<file path="src/sv/tdp_pkg.sv">
// shared widths and constants of the trial division primality tester
`default_nettype none

package tdp_pkg;

    // word width of the tested value
    localparam int VALUE_WIDTH = 32;

    // width of the candidate field on the input channel
    localparam int CAND_W = 32;

    // bits that take part in the test after masking to the word width
    localparam int NUM_W = (VALUE_WIDTH < CAND_W) ? VALUE_WIDTH : CAND_W;

    // trial divisor width, holds one step past the square root of the largest value
    localparam int DIV_W = (NUM_W + 1) / 2 + 1;

    // running square of the divisor
    localparam int SQ_W = 2 * DIV_W;

    // bit index used by the serial remainder
    localparam int BIT_W = (NUM_W > 1) ? $clog2(NUM_W) : 1;

    // first odd trial divisor and its square
    localparam logic [DIV_W-1:0] FIRST_DIV = DIV_W'(3);
    localparam logic [SQ_W-1:0]  FIRST_SQ  = SQ_W'(9);

    // smallest prime
    localparam logic [NUM_W-1:0] TWO = NUM_W'(2);

endpackage : tdp_pkg

`default_nettype wire

</file>
<file path="src/sv/tdp_if.sv">
// valid/ready channel interfaces for candidate and result transfers
`default_nettype none

interface tdp_cand_if;
    import tdp_pkg::*;

    logic              valid;
    logic              ready;
    logic [CAND_W-1:0] candidate_value;

    modport source (output valid, output candidate_value, input ready);
    modport sink   (input valid, input candidate_value, output ready);
endinterface : tdp_cand_if

interface tdp_res_if;
    logic valid;
    logic ready;
    logic prime_flag;

    modport source (output valid, output prime_flag, input ready);
    modport sink   (input valid, input prime_flag, output ready);
endinterface : tdp_res_if

`default_nettype wire

</file>
<file path="src/sv/trial_division_primality.sv">
// trial division primality tester with a shared serial remainder unit
// values below two and even values go straight to the verdict; odd values pass through S_CHECK,
//   then for each odd trial divisor d with d*d <= n through the bit-serial divider in S_DIV and the check in S_NEXT
// throughput: one candidate at a time, the next transfer is taken once the result is registered
// reset: synchronous active low, clears the sequencer and the result valid, payload is not reset
`default_nettype none

module trial_division_primality (
    input  wire logic  i_clk,
    input  wire logic  i_rst_n,
    tdp_cand_if.sink   i_cand,
    tdp_res_if.source  o_res
);
    import tdp_pkg::*;

    // one-hot sequencer states
    typedef enum logic [4:0] {
        S_IDLE  = 5'b00001,  // waiting for a candidate
        S_CHECK = 5'b00010,  // compare divisor square against n
        S_DIV   = 5'b00100,  // serial remainder, one bit per cycle
        S_NEXT  = 5'b01000,  // look at the remainder, step the divisor
        S_FIN   = 5'b10000   // hand the verdict to the output register
    } t_state;

    t_state           r_state, n_state;
    logic [NUM_W-1:0] r_num,   n_num;    // masked candidate
    logic [DIV_W-1:0] r_div,   n_div;    // current odd trial divisor
    logic [SQ_W-1:0]  r_sq,    n_sq;     // r_div squared, kept incrementally
    logic [DIV_W-1:0] r_rem,   n_rem;    // partial remainder
    logic [BIT_W-1:0] r_bit,   n_bit;    // dividend bit being shifted in
    logic             r_res,   n_res;    // pending verdict
    logic             r_out_valid, n_out_valid;
    logic             r_out_flag,  n_out_flag;

    // shared remainder step: shift in one dividend bit, subtract if it fits
    logic [DIV_W:0]   w_trial;
    logic             w_fits;
    logic [DIV_W:0]   w_diff;
    logic [NUM_W-1:0] w_in_num;
    logic             w_in_xfer;
    logic             w_out_free;

    assign w_trial  = {r_rem, r_num[r_bit]};
    assign w_fits   = (w_trial >= {1'b0, r_div});
    assign w_diff   = w_trial - {1'b0, r_div};

    // candidate masked to the word width
    assign w_in_num  = i_cand.candidate_value[NUM_W-1:0];
    assign w_in_xfer = i_cand.valid && i_cand.ready;

    // output register is free when empty or being drained this cycle
    assign w_out_free = !r_out_valid || o_res.ready;

    assign i_cand.ready     = (r_state == S_IDLE);
    assign o_res.valid      = r_out_valid;
    assign o_res.prime_flag = r_out_flag;

    always_comb begin
        n_state     = r_state;
        n_num       = r_num;
        n_div       = r_div;
        n_sq        = r_sq;
        n_rem       = r_rem;
        n_bit       = r_bit;
        n_res       = r_res;
        n_out_valid = r_out_valid;
        n_out_flag  = r_out_flag;

        // result leaves on a transfer
        if (r_out_valid && o_res.ready) begin
            n_out_valid = 1'b0;
        end

        case (r_state)
            S_IDLE: begin
                if (w_in_xfer) begin
                    n_num = w_in_num;
                    n_div = FIRST_DIV;
                    n_sq  = FIRST_SQ;
                    if (w_in_num < TWO) begin
                        // zero and one are not prime
                        n_res   = 1'b0;
                        n_state = S_FIN;
                    end else if (!w_in_num[0]) begin
                        // even: prime only when it is two
                        n_res   = (w_in_num == TWO);
                        n_state = S_FIN;
                    end else begin
                        n_state = S_CHECK;
                    end
                end
            end
            S_CHECK: begin
                if (r_sq > SQ_W'(r_num)) begin
                    // no divisor up to the square root: prime
                    n_res   = 1'b1;
                    n_state = S_FIN;
                end else begin
                    n_rem   = '0;
                    n_bit   = BIT_W'(NUM_W - 1);
                    n_state = S_DIV;
                end
            end
            S_DIV: begin
                n_rem = w_fits ? w_diff[DIV_W-1:0] : w_trial[DIV_W-1:0];
                if (r_bit == '0) begin
                    n_state = S_NEXT;
                end else begin
                    n_bit = r_bit - BIT_W'(1);
                end
            end
            S_NEXT: begin
                if (r_rem == '0) begin
                    // exact divisor found: composite
                    n_res   = 1'b0;
                    n_state = S_FIN;
                end else begin
                    // (d + 2)^2 = d^2 + 4d + 4
                    n_div   = r_div + DIV_W'(2);
                    n_sq    = r_sq + SQ_W'({r_div, 2'b00}) + SQ_W'(4);
                    n_state = S_CHECK;
                end
            end
            S_FIN: begin
                if (w_out_free) begin
                    n_out_valid = 1'b1;
                    n_out_flag  = r_res;
                    n_state     = S_IDLE;
                end
            end
            default: begin
                n_state = S_IDLE;
            end
        endcase
    end

    always_ff @(posedge i_clk) begin
        if (!i_rst_n) begin
            r_state     <= S_IDLE;
            r_out_valid <= 1'b0;
        end else begin
            r_state     <= n_state;
            r_out_valid <= n_out_valid;
        end
    end

    // datapath, no reset needed
    always_ff @(posedge i_clk) begin
        r_num      <= n_num;
        r_div      <= n_div;
        r_sq       <= n_sq;
        r_rem      <= n_rem;
        r_bit      <= n_bit;
        r_res      <= n_res;
        r_out_flag <= n_out_flag;
    end

    // trial divisors stay odd while the divider runs
    a_div_odd: assert property (@(posedge i_clk) disable iff (!i_rst_n)
        (r_state == S_DIV) |-> r_div[0])
        else $error("even trial divisor in use");

    // partial remainder is always below the divisor
    a_rem_range: assert property (@(posedge i_clk) disable iff (!i_rst_n)
        (r_state == S_DIV || r_state == S_NEXT) |-> (r_rem < r_div))
        else $error("partial remainder out of range");

    // incremental square tracks the divisor
    a_sq_track: assert property (@(posedge i_clk) disable iff (!i_rst_n)
        (r_state == S_CHECK) |-> (r_sq == SQ_W'(r_div) * SQ_W'(r_div)))
        else $error("divisor square mismatch");

    // a finished verdict is registered as soon as the output slot frees
    a_fin_load: assert property (@(posedge i_clk) disable iff (!i_rst_n)
        (r_state == S_FIN && w_out_free) |=> (r_out_valid && r_out_flag == $past(r_res)))
        else $error("verdict not loaded into output register");

endmodule : trial_division_primality

`default_nettype wire

</file>
<file path="src/flat_wrapper.sv">
// flat-port wrapper written by rule: the top's interface ports become plain ports
module trial_division_primality_flat import tdp_pkg::*;
  (i_clk, i_rst_n, i_cand_valid, i_cand_candidate_value, i_cand_ready, o_res_valid, o_res_prime_flag, o_res_ready);
  tdp_cand_if i_cand_i ();
  tdp_res_if o_res_i ();
  input  wire logic i_clk;
  input  wire logic i_rst_n;
  input wire logic [$bits(i_cand_i.valid)-1:0] i_cand_valid;
  input wire logic [$bits(i_cand_i.candidate_value)-1:0] i_cand_candidate_value;
  output wire logic [$bits(i_cand_i.ready)-1:0] i_cand_ready;
  output wire logic [$bits(o_res_i.valid)-1:0] o_res_valid;
  output wire logic [$bits(o_res_i.prime_flag)-1:0] o_res_prime_flag;
  input wire logic [$bits(o_res_i.ready)-1:0] o_res_ready;
  assign i_cand_i.valid = i_cand_valid;
  assign i_cand_i.candidate_value = i_cand_candidate_value;
  assign i_cand_ready = i_cand_i.ready;
  assign o_res_valid = o_res_i.valid;
  assign o_res_prime_flag = o_res_i.prime_flag;
  assign o_res_i.ready = o_res_ready;
  trial_division_primality u_core (.i_clk(i_clk), .i_rst_n(i_rst_n), .i_cand(i_cand_i), .o_res(o_res_i));
endmodule
</file>
<file path="config.mk">
export PLATFORM = sky130hd
export DESIGN_NAME = trial_division_primality_flat
export DESIGN_NICKNAME = d
export VERILOG_FILES = /design/src/sv/tdp_pkg.sv /design/src/sv/tdp_if.sv /design/src/sv/trial_division_primality.sv /design/src/flat_wrapper.sv
export SDC_FILE = /design/constraint.sdc
export NUM_CORES = 1
export LEC_CHECK = 0
export ABC_AREA = 1
export BUFFER_PORTS_ARGS = -buffer_cell sky130_fd_sc_hd__buf_2
export CORE_ASPECT_RATIO = 1.75
export CORE_MARGIN = 4
export CORE_UTILIZATION = 51
export CTS_CLUSTER_DIAMETER = 60
export DETAILED_ROUTE_END_ITERATION = 8
export GPL_TIMING_DRIVEN = 0
export PLACE_DENSITY = 0.81
export SLEW_MARGIN = 20
export SYNTH_ARGS = -nofsm -noshare
export SYNTH_HDL_FRONTEND = slang
export SYNTH_SLANG_ARGS = --single-unit
</file>
<file path="constraint.sdc">
create_clock -name i_clk -period 2.99 [get_ports i_clk]
set_input_delay 0.299 -clock i_clk [delete_from_list [all_inputs] [get_ports i_clk]]
set_output_delay 0.299 -clock i_clk [all_outputs]
set_load 0.005 [all_outputs]
</file>
==> results of run 1 <==
==> power breakdown <==
| part | total [mW] | internal [mW] | switching, mW |
|---|---|---|---|
| Combinational | 3.11 | 1.10 | 2.01 |
| Clock | 1.27 | 0.661 | 0.609 |
| Sequential | 2.45 | 2.12 | 0.322 |
| Total | 6.83 | 3.89 | 2.94 |
==> metal layers <==
metal	vias to the layer above	part of all wire (%)	global-route usage [%]
met4	0	7.1	16.1
li1	3314	-	-
met1	3190	35	22.1
met3	93	3.8	3.30
met5	-	0	0
met2	205	54	41.8
==> area by class of cell <==
| type | count | share of cell area [%] |
|---|---|---|
| clock buffer | 11 | 3.02 |
| clock inverter | 5 | 0.616 |
| timing repair buffer | 53 | 4.01 |
| timing repair inverter | 1 | 0.100 |
| inverter | 132 | 5.84 |
| sequential | 109 | 36.8 |
| multi-input combinational | 664 | 45.9 |
| tap | 183 | 2.62 |
| buffer | 13 | 1.10 |
==> placed cells by master, fill, tap and decap left out, drive strengths merged, types with 5 or more instances in the layout <==
cell    count
nor3       24
buf        60
o21a        6
nand3      60
a21oi      90
dfxtp       6
nor2      101
clkbuf     17
o21ai      59
nand4      17
ha         80
xor2       11
edfxtp    103
o21bai      6
a31oi       7
nand2     161
a21o        5
nor4       10
inv       135
o211ai      6
==> state kept, by name, summed over array words and instances, names as in the netlist <==
signal,flops
u_core.r_num,32
u_core.r_sq,31
u_core.r_rem,17
u_core.r_div,16
u_core.r_bit,5
u_core.r_state,5
u_core.o_res.prime_flag,1
u_core.o_res.valid,1
u_core.r_res,1
==> kinds of logic after synthesis <==
| family | Yosys count | share of synthesized area [%] |
|---|---|---|
| simple gates | 380 | 22.1 |
| compound gates | 187 | 13.5 |
| buf+inv | 145 | 7.43 |
| flops | 109 | 41.7 |
| fa+ha+maj | 82 | 13.5 |
| xor+xnor | 15 | 1.71 |
==> timing repair <==
action | in CTS | in global routing
hold endpoints to repair | 0 | 0
cloned | 0 | 3
hold buffers | 0 | 0
setup buffers | 1 | 10
pin swaps | 3 | 15
setup endpoints to repair | 16 | 23
gates resized for setup | 15 | 21
==> per-stage QoR <==
stage          instances  area [sq um]  hold slack (ns)  worst slack, ns
2_1_floorplan        918          7700            0.383            0.193
3_3_place_gp        1139          8120            0.414           -0.318
5_1_grt             1171          8740            0.120          -0.0788
3_5_place_dp        1141          8170            0.425           -0.345
6_report            1171          8740            0.122           0.0897
4_1_cts             1158          8550            0.120          -0.0213
==> worst min path at each step <==
stage,depth (start not counted),from,to,slack (ns)
after floorplan,1,i_rst_n,u_core.r_state[0],0.38
after global placement,0,u_core.r_res,u_core.o_res.prime_flag,0.41
after detailed placement,0,u_core.r_res,u_core.o_res.prime_flag,0.43
after CTS,1,i_cand_candidate_value[27],u_core.r_num[27],0.12
after global routing,1,i_cand_candidate_value[5],u_core.r_num[5],0.12
final,1,i_cand_candidate_value[7],u_core.r_num[7],0.12
==> key figures, run 1 <==
Outcome
  • Status: finished, violations left
  • Failing checks: DRC

Clocking
  • Clk sink count: 109
  • CTS tree: done
  • Clock-pin transition on the worst setup and hold timing paths: 0.08 ns
  • Clk Latency, worst-skew pair: 0.36 ns
  • Clock root buffer: clkbuf_16
  • Maximum root-to-sink buffer count: 2
  • Number of buffers created by CTS: 9
  • # H-tree levels: 3

Synth
  • Cell Area, Synth: 7700 sq um
  • Number of synthesized register bits: 109
  • Async S/R FF share, synth: 0%
  • Yosys warns: 0
  • EDFF count, synth: ~100
  • Leading cell types by count after synthesis: nand2_1, inv_1, edfxtp_1
  • Mapped Cells: around 920
  • Yosys cell types: between 40 and 50
  • Top cells by area, synth: edfxtp_1, ha_1, nand2_1
  • Main flop type after synthesis: edfxtp_1
  • Post-Syn Area per Cell: 8.38 sq um
  • Post-synthesis sequential area ratio: 41.7%
  • Biggest area consumer among synthesized cells: edfxtp_1
  • Most common cell in the synthesized netlist: nand2_1
  • Top cell type's share of synthesized area: between 40 and 50%
  • Post-synth net total: 1036

Worst setup path
  • CP max stage cell: edfxtp_1
  • Worst setup EP type: flop
  • Most used cell, CP: nand2_2
  • Kind of critical path: flop to flop
  • Crit path depth: 20
  • Reg2reg end: u_core.r_rem[16]
  • CP Cell Sequence: buf_2 -> inv_4 -> nand3_1 -> nand3_1 -> nand2_1 -> nor2_1 -> nand2_2 -> nand2_2 -> inv_2 -> fa_2 -> nand3_2 -> nand2_2 -> nand3_2 -> nand2_2 -> nand3_2 -> nand2_4 -> a21oi_4 -> o21bai_1 -> xor2_1 -> a21oi_1
  • Sum of buffers and inverters on the critical path: 3
  • Startpoint types: flop
  • Critical Path End: u_core.r_rem[16]
  • Crit Reg-Reg Startpoint: u_core.r_bit[1]
  • Critical-path maximum fanout: 10
  • Worst r2r path cells: 20
  • Worst Setup SP: u_core.r_bit[1]
  • Worst path required time: 3.11 ns
  • CP arrival: 3.02 ns
  • Crit path max-delay family: simple AND/OR/NAND/NOR gates
  • Reg-to-reg slack, setup: 0.09 ns
  • Max incr delay on CP: 0.37 ns

Cells and area
  • Filler cell count: 1257
  • Area of the multi-input gates: 4010 sq um
  • Final core occ: 58.9%
  • Area growth syn-to-layout: 13.5%
  • Register area: 3210 sq um
  • Diode count: 0
  • Share of layout cells above drive strength 1: 12.7%
  • Nets: roughly 1100

Placed design
  • Routability cong.: approximately 0.94
  • Port Buf Inserts: 38
  • Final HPWL from detailed placement: 15400 microns

Global route
  • First-pass GRT wire length: 30400 microns
  • Pin count of the biggest net entering global routing: 36
  • Gr usage total: 22.5%
  • Initial antenna violation count: 0
  • Gr ovfl total: 0
  • Vias in the first global route: around 6600

Drt
  • DR DRC count: 1
  • Post-DRT Antenna Nets: 0
  • Vias: ~6800
  • Vias/cell: 5.81
  • Routed WL per cell: 17.0 microns
  • Post-Route WL: between 15000 and 20000 microns
  • DRC violation total after the first TritonRoute iteration: 412
  • Pre-Repair DR Iteration Count: 9

STA
  • Skew final: 0.0136 ns
  • Tmin final: approximately 2.9 ns
  • Worst rel slew slack: 52.4%
  • RSZ-0062 raised after global routing: true
  • Maximum clock frequency: ~0.34 GHz
  • Period utilization: 97.0%
  • Final setup viols: 0
  • Worst Tran Pin Value: 0.713 ns
  • Final number of hold-violating endpoints: 0
  • Final Max Slew Viols: 0
  • TNS Setup: 0 ns

Floorplanning
  • Full die area: 17200 sq um
  • Core area: 14800 sq um
  • Starting Density: 51.9%
  • I/O pin count: 39
  • Die Y-Extent: roughly 170 microns
  • Die Span X: 101 microns
  • Row count: 59

Power and ir drop
  • Leakage power: about 3.8 nW
  • Pwr Density: a little under 800 nW/um^2
  • Total Power: 6.83 mW
  • Max VDD drop: 0.392 mV

Job
  • Max Cap Viol: 0

Hold path
  • Min-delay worst type: primary input to flop
Power figures use the tool's default switching activity.
==> run 2: changes to the inputs <==
--- a/config.mk
+++ b/config.mk
@@ -13,7 +13,7 @@
 export CTS_CLUSTER_DIAMETER = 60
 export DETAILED_ROUTE_END_ITERATION = 8
 export GPL_TIMING_DRIVEN = 0
-export PLACE_DENSITY = 0.81
+export PLACE_DENSITY = 0.78
 export SLEW_MARGIN = 20
 export SYNTH_ARGS = -nofsm -noshare
 export SYNTH_HDL_FRONTEND = slang
==> constraint.sdc (replaced) <==
create_clock -name i_clk -period 2.9 [get_ports i_clk]
set_input_delay 0.29 -clock i_clk [delete_from_list [all_inputs] [get_ports i_clk]]
set_output_delay 0.29 -clock i_clk [all_outputs]
set_load 0.005 [all_outputs]
==> key figures, run 2 (synthesis gave the netlist of run 1 again) <==
Outcome
  • Status: finished, violations left
  • Failing checks: setup timing

Drt
  • Vias: 6935
  • Post-Route WL: 20600 microns
  • Post-DRT Antenna Nets: 0
  • Vias/cell: ~5.8
  • DR DRC count: 0
  • Pre-Repair DR Iteration Count: 8
  • Routed WL per cell: 17.3 microns
  • DRC violation total after the first TritonRoute iteration: roughly 480

Power and ir drop
  • Leakage power: slightly below 4 nW
  • Pwr Density: just over 800 nW/um^2
  • Max VDD drop: about 0.35 mV

STA
  • Final setup viols: 1
  • Worst rel slew slack: a little over half
  • Worst Tran Pin Value: 0.691 ns
  • Final number of hold-violating endpoints: 0
  • Tmin final: 2.90 ns
  • Skew final: 0.00978 ns
  • Fin worst setup slack: -0.00441 ns
  • Final Max Slew Viols: 0
  • RSZ-0062 raised after global routing: true
  • Period utilization: 100%
  • Maximum clock frequency: around 0.34 GHz

Cells and area
  • Commonest non-fill, non-tap cell in the layout: nand2_1
  • Share of layout cells above drive strength 1: 16.1%
  • Max FFs per register: 32
  • Diode count: 0
  • Nets: 1122
  • Biggest register: u_core.r_num
  • Area growth syn-to-layout: 16.4%
  • Most frequent cells in the layout: nand2_1, inv_1, edfxtp_1, nor2_1, a21oi_1
  • Regs by FF count: u_core.r_num (32), u_core.r_sq (31), u_core.r_rem (17)
  • Non-filler cells, final: 1192

Clocking
  • Number of buffers created by CTS: 9
  • Clk Latency, worst-skew pair: 0.37 ns
  • # H-tree levels: 3
  • Clock root buffer: clkbuf_16
  • Maximum root-to-sink buffer count: 2
  • Clk sink count: between 100 and 150
  • CTS Hold Bufs: 0
  • CTS tree: done
  • Clock-pin transition on the worst setup and hold timing paths: 0.08 ns

Global route
  • Gr usage total: between 20% and 30%
  • Gr ovfl total: 0
  • Vias in the first global route: approximately 6900
  • First-pass GRT wire length: 31900 microns
  • Initial antenna violation count: 0
  • Pin count of the biggest net entering global routing: 32

Worst setup path
  • Worst path required time: 3.02 ns
  • Worst r2r path cells: 21
  • CP arrival: 3.02 ns
  • Crit Reg-Reg Startpoint: u_core.r_bit[0]
  • Critical-path maximum fanout: 6
  • Kind of critical path: flop to flop
  • Startpoint types: flop
  • Worst setup EP type: flop
  • Reg-to-reg slack, setup: -0.004 ns
  • Reg2reg end: u_core.r_rem[16]

Hold path
  • Hold path startpoint: i_cand_candidate_value[7]
  • Hold depth: 1
  • Hold Path Sink: u_core.r_num[7]
  • Min-delay worst type: primary input to flop

Floorplanning
  • Die Span X: 101 microns
  • Row count: 59
  • Core area: 14800 sq um
  • Starting Density: 51.9%
  • Full die area: 17200 sq um
  • I/O pin count: 39
  • Die Y-Extent: between 150 and 200 microns

Job
  • Max Cap Viol: 0

Placed design
  • Placed Cells: 1141
  • Port Buf Inserts: 38
  • Final HPWL from detailed placement: 15300 microns
  • Place WS: -0.419 ns
  • Routability cong.: ~0.93
-- run 2: cell types whose count changed in the layout (fill, tap and decap cells not counted), moves of 3 or more --
cell / before / now
a21oi_1: 86 / 83
a21oi_2: 3 / 6
buf_4: 12 / 31
nand3_2: 8 / 11
nor2_1: 95 / 92
nor2_2: 4 / 7
nand3_1: 52 / 49
inv_4: 1 / 4
-- run 2: final cells by class --
| cell class | instances | area [sq um] |
|---|---|---|
| Timing Repair inverter | 1 | 6.26 |
| Sequential cell | 109 | 3210 |
| Clock buffer | 9 | 225 |
| Buffer | 13 | 108 |
| Timing Repair Buffer | 74 | 497 |
| Fill cell | 1271 | 5880 |
| Inverter | 132 | 508 |
| Multi-Input combinational cell | 664 | 4090 |
| Clock inverter | 7 | 78.8 |
| Tap cell | 183 | 229 |
-- run 2: timing repair --
item                       in CTS  in global routing
setup endpoints to repair      17                 45
pin swaps                      15                 15
resized for setup              30                 31
cloned                          3                  0
setup buffers                  14                 18
-- run 2: worst max-delay path by stage --
stage | start | endpoint | cells past startpoint
5_1_grt | u_core.r_bit[0] | u_core.r_rem[13] | 21
4_1_cts | u_core.r_bit[0] | u_core.r_rem[16] | 21
6_report | u_core.r_bit[0] | u_core.r_rem[16] | 21
2_1_floorplan | u_core.r_bit[0] | u_core.r_rem[16] | 19
3_5_place_dp | u_core.r_bit[1] | u_core.r_rem[14] | 17
3_3_place_gp | u_core.r_bit[1] | u_core.r_rem[14] | 17
-- run 2: worst max-delay path, stage by stage (launching register included) --
cell and delay [ns]:
edfxtp_1 0.40, buf_6 0.16, buf_8 0.13, buf_6 0.12, nand2_1 0.06, nand3_1 0.08, nand3_1 0.11, nand3_2 0.10
nand2_2 0.11, nand2_2 0.07, inv_2 0.07, fa_2 0.26, nand3_2 0.08, nand2_2 0.08, nand3_2 0.06, nand2_2 0.09
nand3_2 0.06, nand2_2 0.10, a21oi_4 0.07, o21bai_1 0.18, xor2_1 0.17, a21oi_1 0.08
-- run 2: through the flow --
stage	utilization (%)	TNS (ns)	total power, mW	instance area, sq um	hold WS, ns
finish	60.4	-0.00441	7.24	8950	0.111
global route	60.4	-0.585	7.80	8950	0.0967
CTS	58.5	0	6.95	8680	0.109
detailed placement	55.0	-5.22	5.58	8160	0.407
global placement	54.7	-24.70	5.45	8120	0.405
floorplan	-	0	4.74	7700	0.374
-- run 2: layer usage --
layer	vias up	track usage (%)	part of all wire, %
li1	3344	-	-
met4	0	16.7	6.7
met3	91	3.96	4.7
met1	3241	23.5	34
met2	259	43.6	55
met5	-	0	0
-- run 2: report_power, final --
part	leakage (nW)	internal, mW	switching (mW)
clock	0.150	0.617	0.660
sequential	1.02	2.19	0.312
combinational	2.73	1.27	2.19
==> run 3: changes to the inputs <==
==> constraint.sdc (replaced) <==
create_clock -name i_clk -period 3.1 [get_ports i_clk]
set_input_delay 0.31 -clock i_clk [delete_from_list [all_inputs] [get_ports i_clk]]
set_output_delay 0.31 -clock i_clk [all_outputs]
set_load 0.005 [all_outputs]
==> key figures, run 3 (synthesis gave the netlist of run 1 again) <==
Worst setup path
  • Crit Reg-Reg Startpoint: u_core.r_bit[0]
  • Kind of critical path: flop to flop
  • Most used cell, CP: nand3_1
  • Reg2reg end: u_core.r_rem[16]
  • CP max stage cell: edfxtp_1
  • Reg-to-reg slack, setup: 0.14 ns
  • Worst setup EP type: flop
  • Worst r2r path cells: 21
  • CP arrival: roughly 3.1 ns
  • Critical-path maximum fanout: 9
  • CP Cell Sequence: buf_6 -> inv_6 -> buf_8 -> nand2_1 -> nand3_1 -> a21oi_1 -> nor2_1 -> nand2_2 -> nand2_2 -> inv_1 -> fa_2 -> nand3_1 -> nand2_1 -> nand3_1 -> nand2_1 -> nand3_1 -> nand2_2 -> a21oi_4 -> o21bai_1 -> xor2_1 -> a21oi_1
  • Startpoint types: flop
  • Max incr delay on CP: roughly 0.38 ns
  • Worst path required time: around 3.2 ns

STA
  • Final setup viols: 0
  • Hold_ws: 0.133 ns
  • Period utilization: between 90% and 100%
  • Worst Tran Pin Value: approximately 0.72 ns
  • Maximum clock frequency: about 0.34 GHz
  • Skew final: 0.0107 ns
  • Final number of hold-violating endpoints: 0
  • Fin worst setup slack: between 0.1 and 0.15 ns
  • Tmin final: around 3.0 ns
  • Final Max Slew Viols: 0
  • Worst rel slew slack: between 50% and 60%

Floorplanning
  • I/O pin count: 39
  • Die Span X: around 100 microns
  • Full die area: 17200 sq um
  • Core area: ~15000 sq um
  • Row count: 59
  • Starting Density: roughly 52%
  • Die Y-Extent: roughly 170 microns

Cells and area
  • Final instance area: between 8000 and 9000 sq um
  • Max FFs per register: 32
  • Regs by FF count: u_core.r_num (32), u_core.r_sq (31), u_core.r_rem (17)
  • Commonest non-fill, non-tap cell in the layout: nand2_1
  • Nets: roughly 1100
  • Area growth syn-to-layout: 11.7%
  • Share of layout cells above drive strength 1: 11.1%
  • Diode count: 0
  • Filler cell count: ~1300
  • Most frequent cells in the layout: nand2_1, inv_1, edfxtp_1, nor2_1, a21oi_1
  • Biggest register: u_core.r_num

Drt
  • Vias: about 6700
  • DRC violation total after the first TritonRoute iteration: 357
  • DR DRC count: 0
  • Post-DRT Antenna Nets: 0
  • Pre-Repair DR Iteration Count: 5
  • Routed WL per cell: 16.8 microns
  • Vias/cell: 5.78
  • Post-Route WL: 19600 microns

Job
  • Max Cap Viol: 0

Global route
  • First-pass GRT wire length: 31100 microns
  • Initial antenna violation count: 0
  • Gr usage total: about 23%
  • Gr ovfl total: 0
  • Pin count of the biggest net entering global routing: 32
  • Vias in the first global route: 6788

Clocking
  • CTS Hold Bufs: 0
  • Clock root buffer: clkbuf_16
  • Number of buffers created by CTS: 9
  • Maximum root-to-sink buffer count: 2
  • Clock-pin transition on the worst setup and hold timing paths: 0.08 ns
  • # H-tree levels: 3
  • Clk sink count: 109
  • CTS tree: done
  • Clk Latency, worst-skew pair: 0.36 ns

Placed design
  • Port Buf Inserts: 38
  • Final HPWL from detailed placement: about 15000 microns
  • Place WS: -0.219 ns
  • Routability cong.: 0.931
  • Post-DP Area: 8160 sq um

Power and ir drop
  • Clock share of power: 18.3%
  • Switching power: 2.83 mW
  • Pwr Density: 756 nW/um^2
  • Switching share of power: around 44%
  • Leakage power: 3.74 nW
  • Internal power: 3.66 mW
  • Reg power frac: 36.4%
  • Max VDD drop: 0.314 mV
  • Comb pwr share: 45.3%

Hold path
  • Hold path startpoint: i_cand_candidate_value[7]
  • Hold depth: 1
  • Hold Path Sink: u_core.r_num[7]
  • Min-delay worst type: primary input to flop

Outcome
  • Status: complete, no violations
==> run 3: cell count changes in the layout (fill, tap and decap cells not counted), moves of 4 or more <==
cell,before,now
a21oi_2,6,2
nand3_1,49,57
a21oi_1,83,87
buf_4,31,10
nand3_2,11,3
==> run 3: timing repair <==
| item | CTS | global route |
|---|---|---|
| buffers inserted | 2 | 6 |
| setup endpoints to repair | 14 | 15 |
| pin swaps | 3 | 8 |
| gates resized for setup | 6 | 16 |
==> run 3: worst max-delay path by stage <==
stage / start / to / cells after the start
floorplan: u_core.r_bit[0] / u_core.r_rem[16] / 19
global placement: u_core.r_bit[1] / u_core.r_rem[14] / 17
finish: u_core.r_bit[0] / u_core.r_rem[16] / 21
CTS: u_core.r_bit[0] / u_core.r_rem[16] / 19
detailed placement: u_core.r_bit[1] / u_core.r_rem[14] / 17
global route: u_core.r_bit[0] / u_core.r_rem[16] / 21
==> run 3: layout make-up <==
| cell class | count | area [sq um] | share of cell area [%] |
|---|---|---|---|
| multi-input combinational | 664 | 3960 | 46.1 |
| sequential | 109 | 3210 | 37.4 |
| timing repair buffer | 48 | 290 | 3.38 |
| clock inverter | 7 | 78.8 | 0.917 |
| inverter | 132 | 503 | 5.85 |
| tap | 183 | 229 | 2.66 |
| clock buffer | 9 | 225 | 2.62 |
| buffer | 13 | 92.6 | 1.08 |
==> run 3: worst max-delay path, delay by kind of cell (launching register included) <==
kind	cells	cell delay, ns
AOI/OAI and AO/OA	4	0.44
xor gates and xnor gates	1	0.15
adders and majority gates	1	0.37
buffers and inverters	4	0.45
DFF	1	0.38
and+or+nand+nor	11	0.94
==> run 3: metal layers <==
layer	global-route usage (%)	up-vias	wire length [microns]
li1	-	3306	-
met1	22.8	3132	6850
met2	42.6	211	10700
met3	4.08	85	713
met4	16.4	0	1310
met5	0	-	0
==> run 3: power groups by stage <==
stage	registers, mW	clock network [mW]	logic, mW
finish	2.36	1.19	2.94
global route	2.39	1.27	3.35
CTS	2.36	1.20	2.89
detailed placement	2.39	0	2.84
global placement	2.40	0	2.69
floorplan	2.27	0	2.16
==> run 3: through the flow <==
step                util, %  instances  total power, mW  setup TNS (ns)
floorplan                 -        918             4.43               0
global placement       54.7       1139             5.09           -5.96
detailed placement     55.0       1141             5.22           -2.26
CTS                    57.3       1159             6.44               0
global route           57.9       1165             7.02          -0.245
finish                 57.9       1165             6.50               0
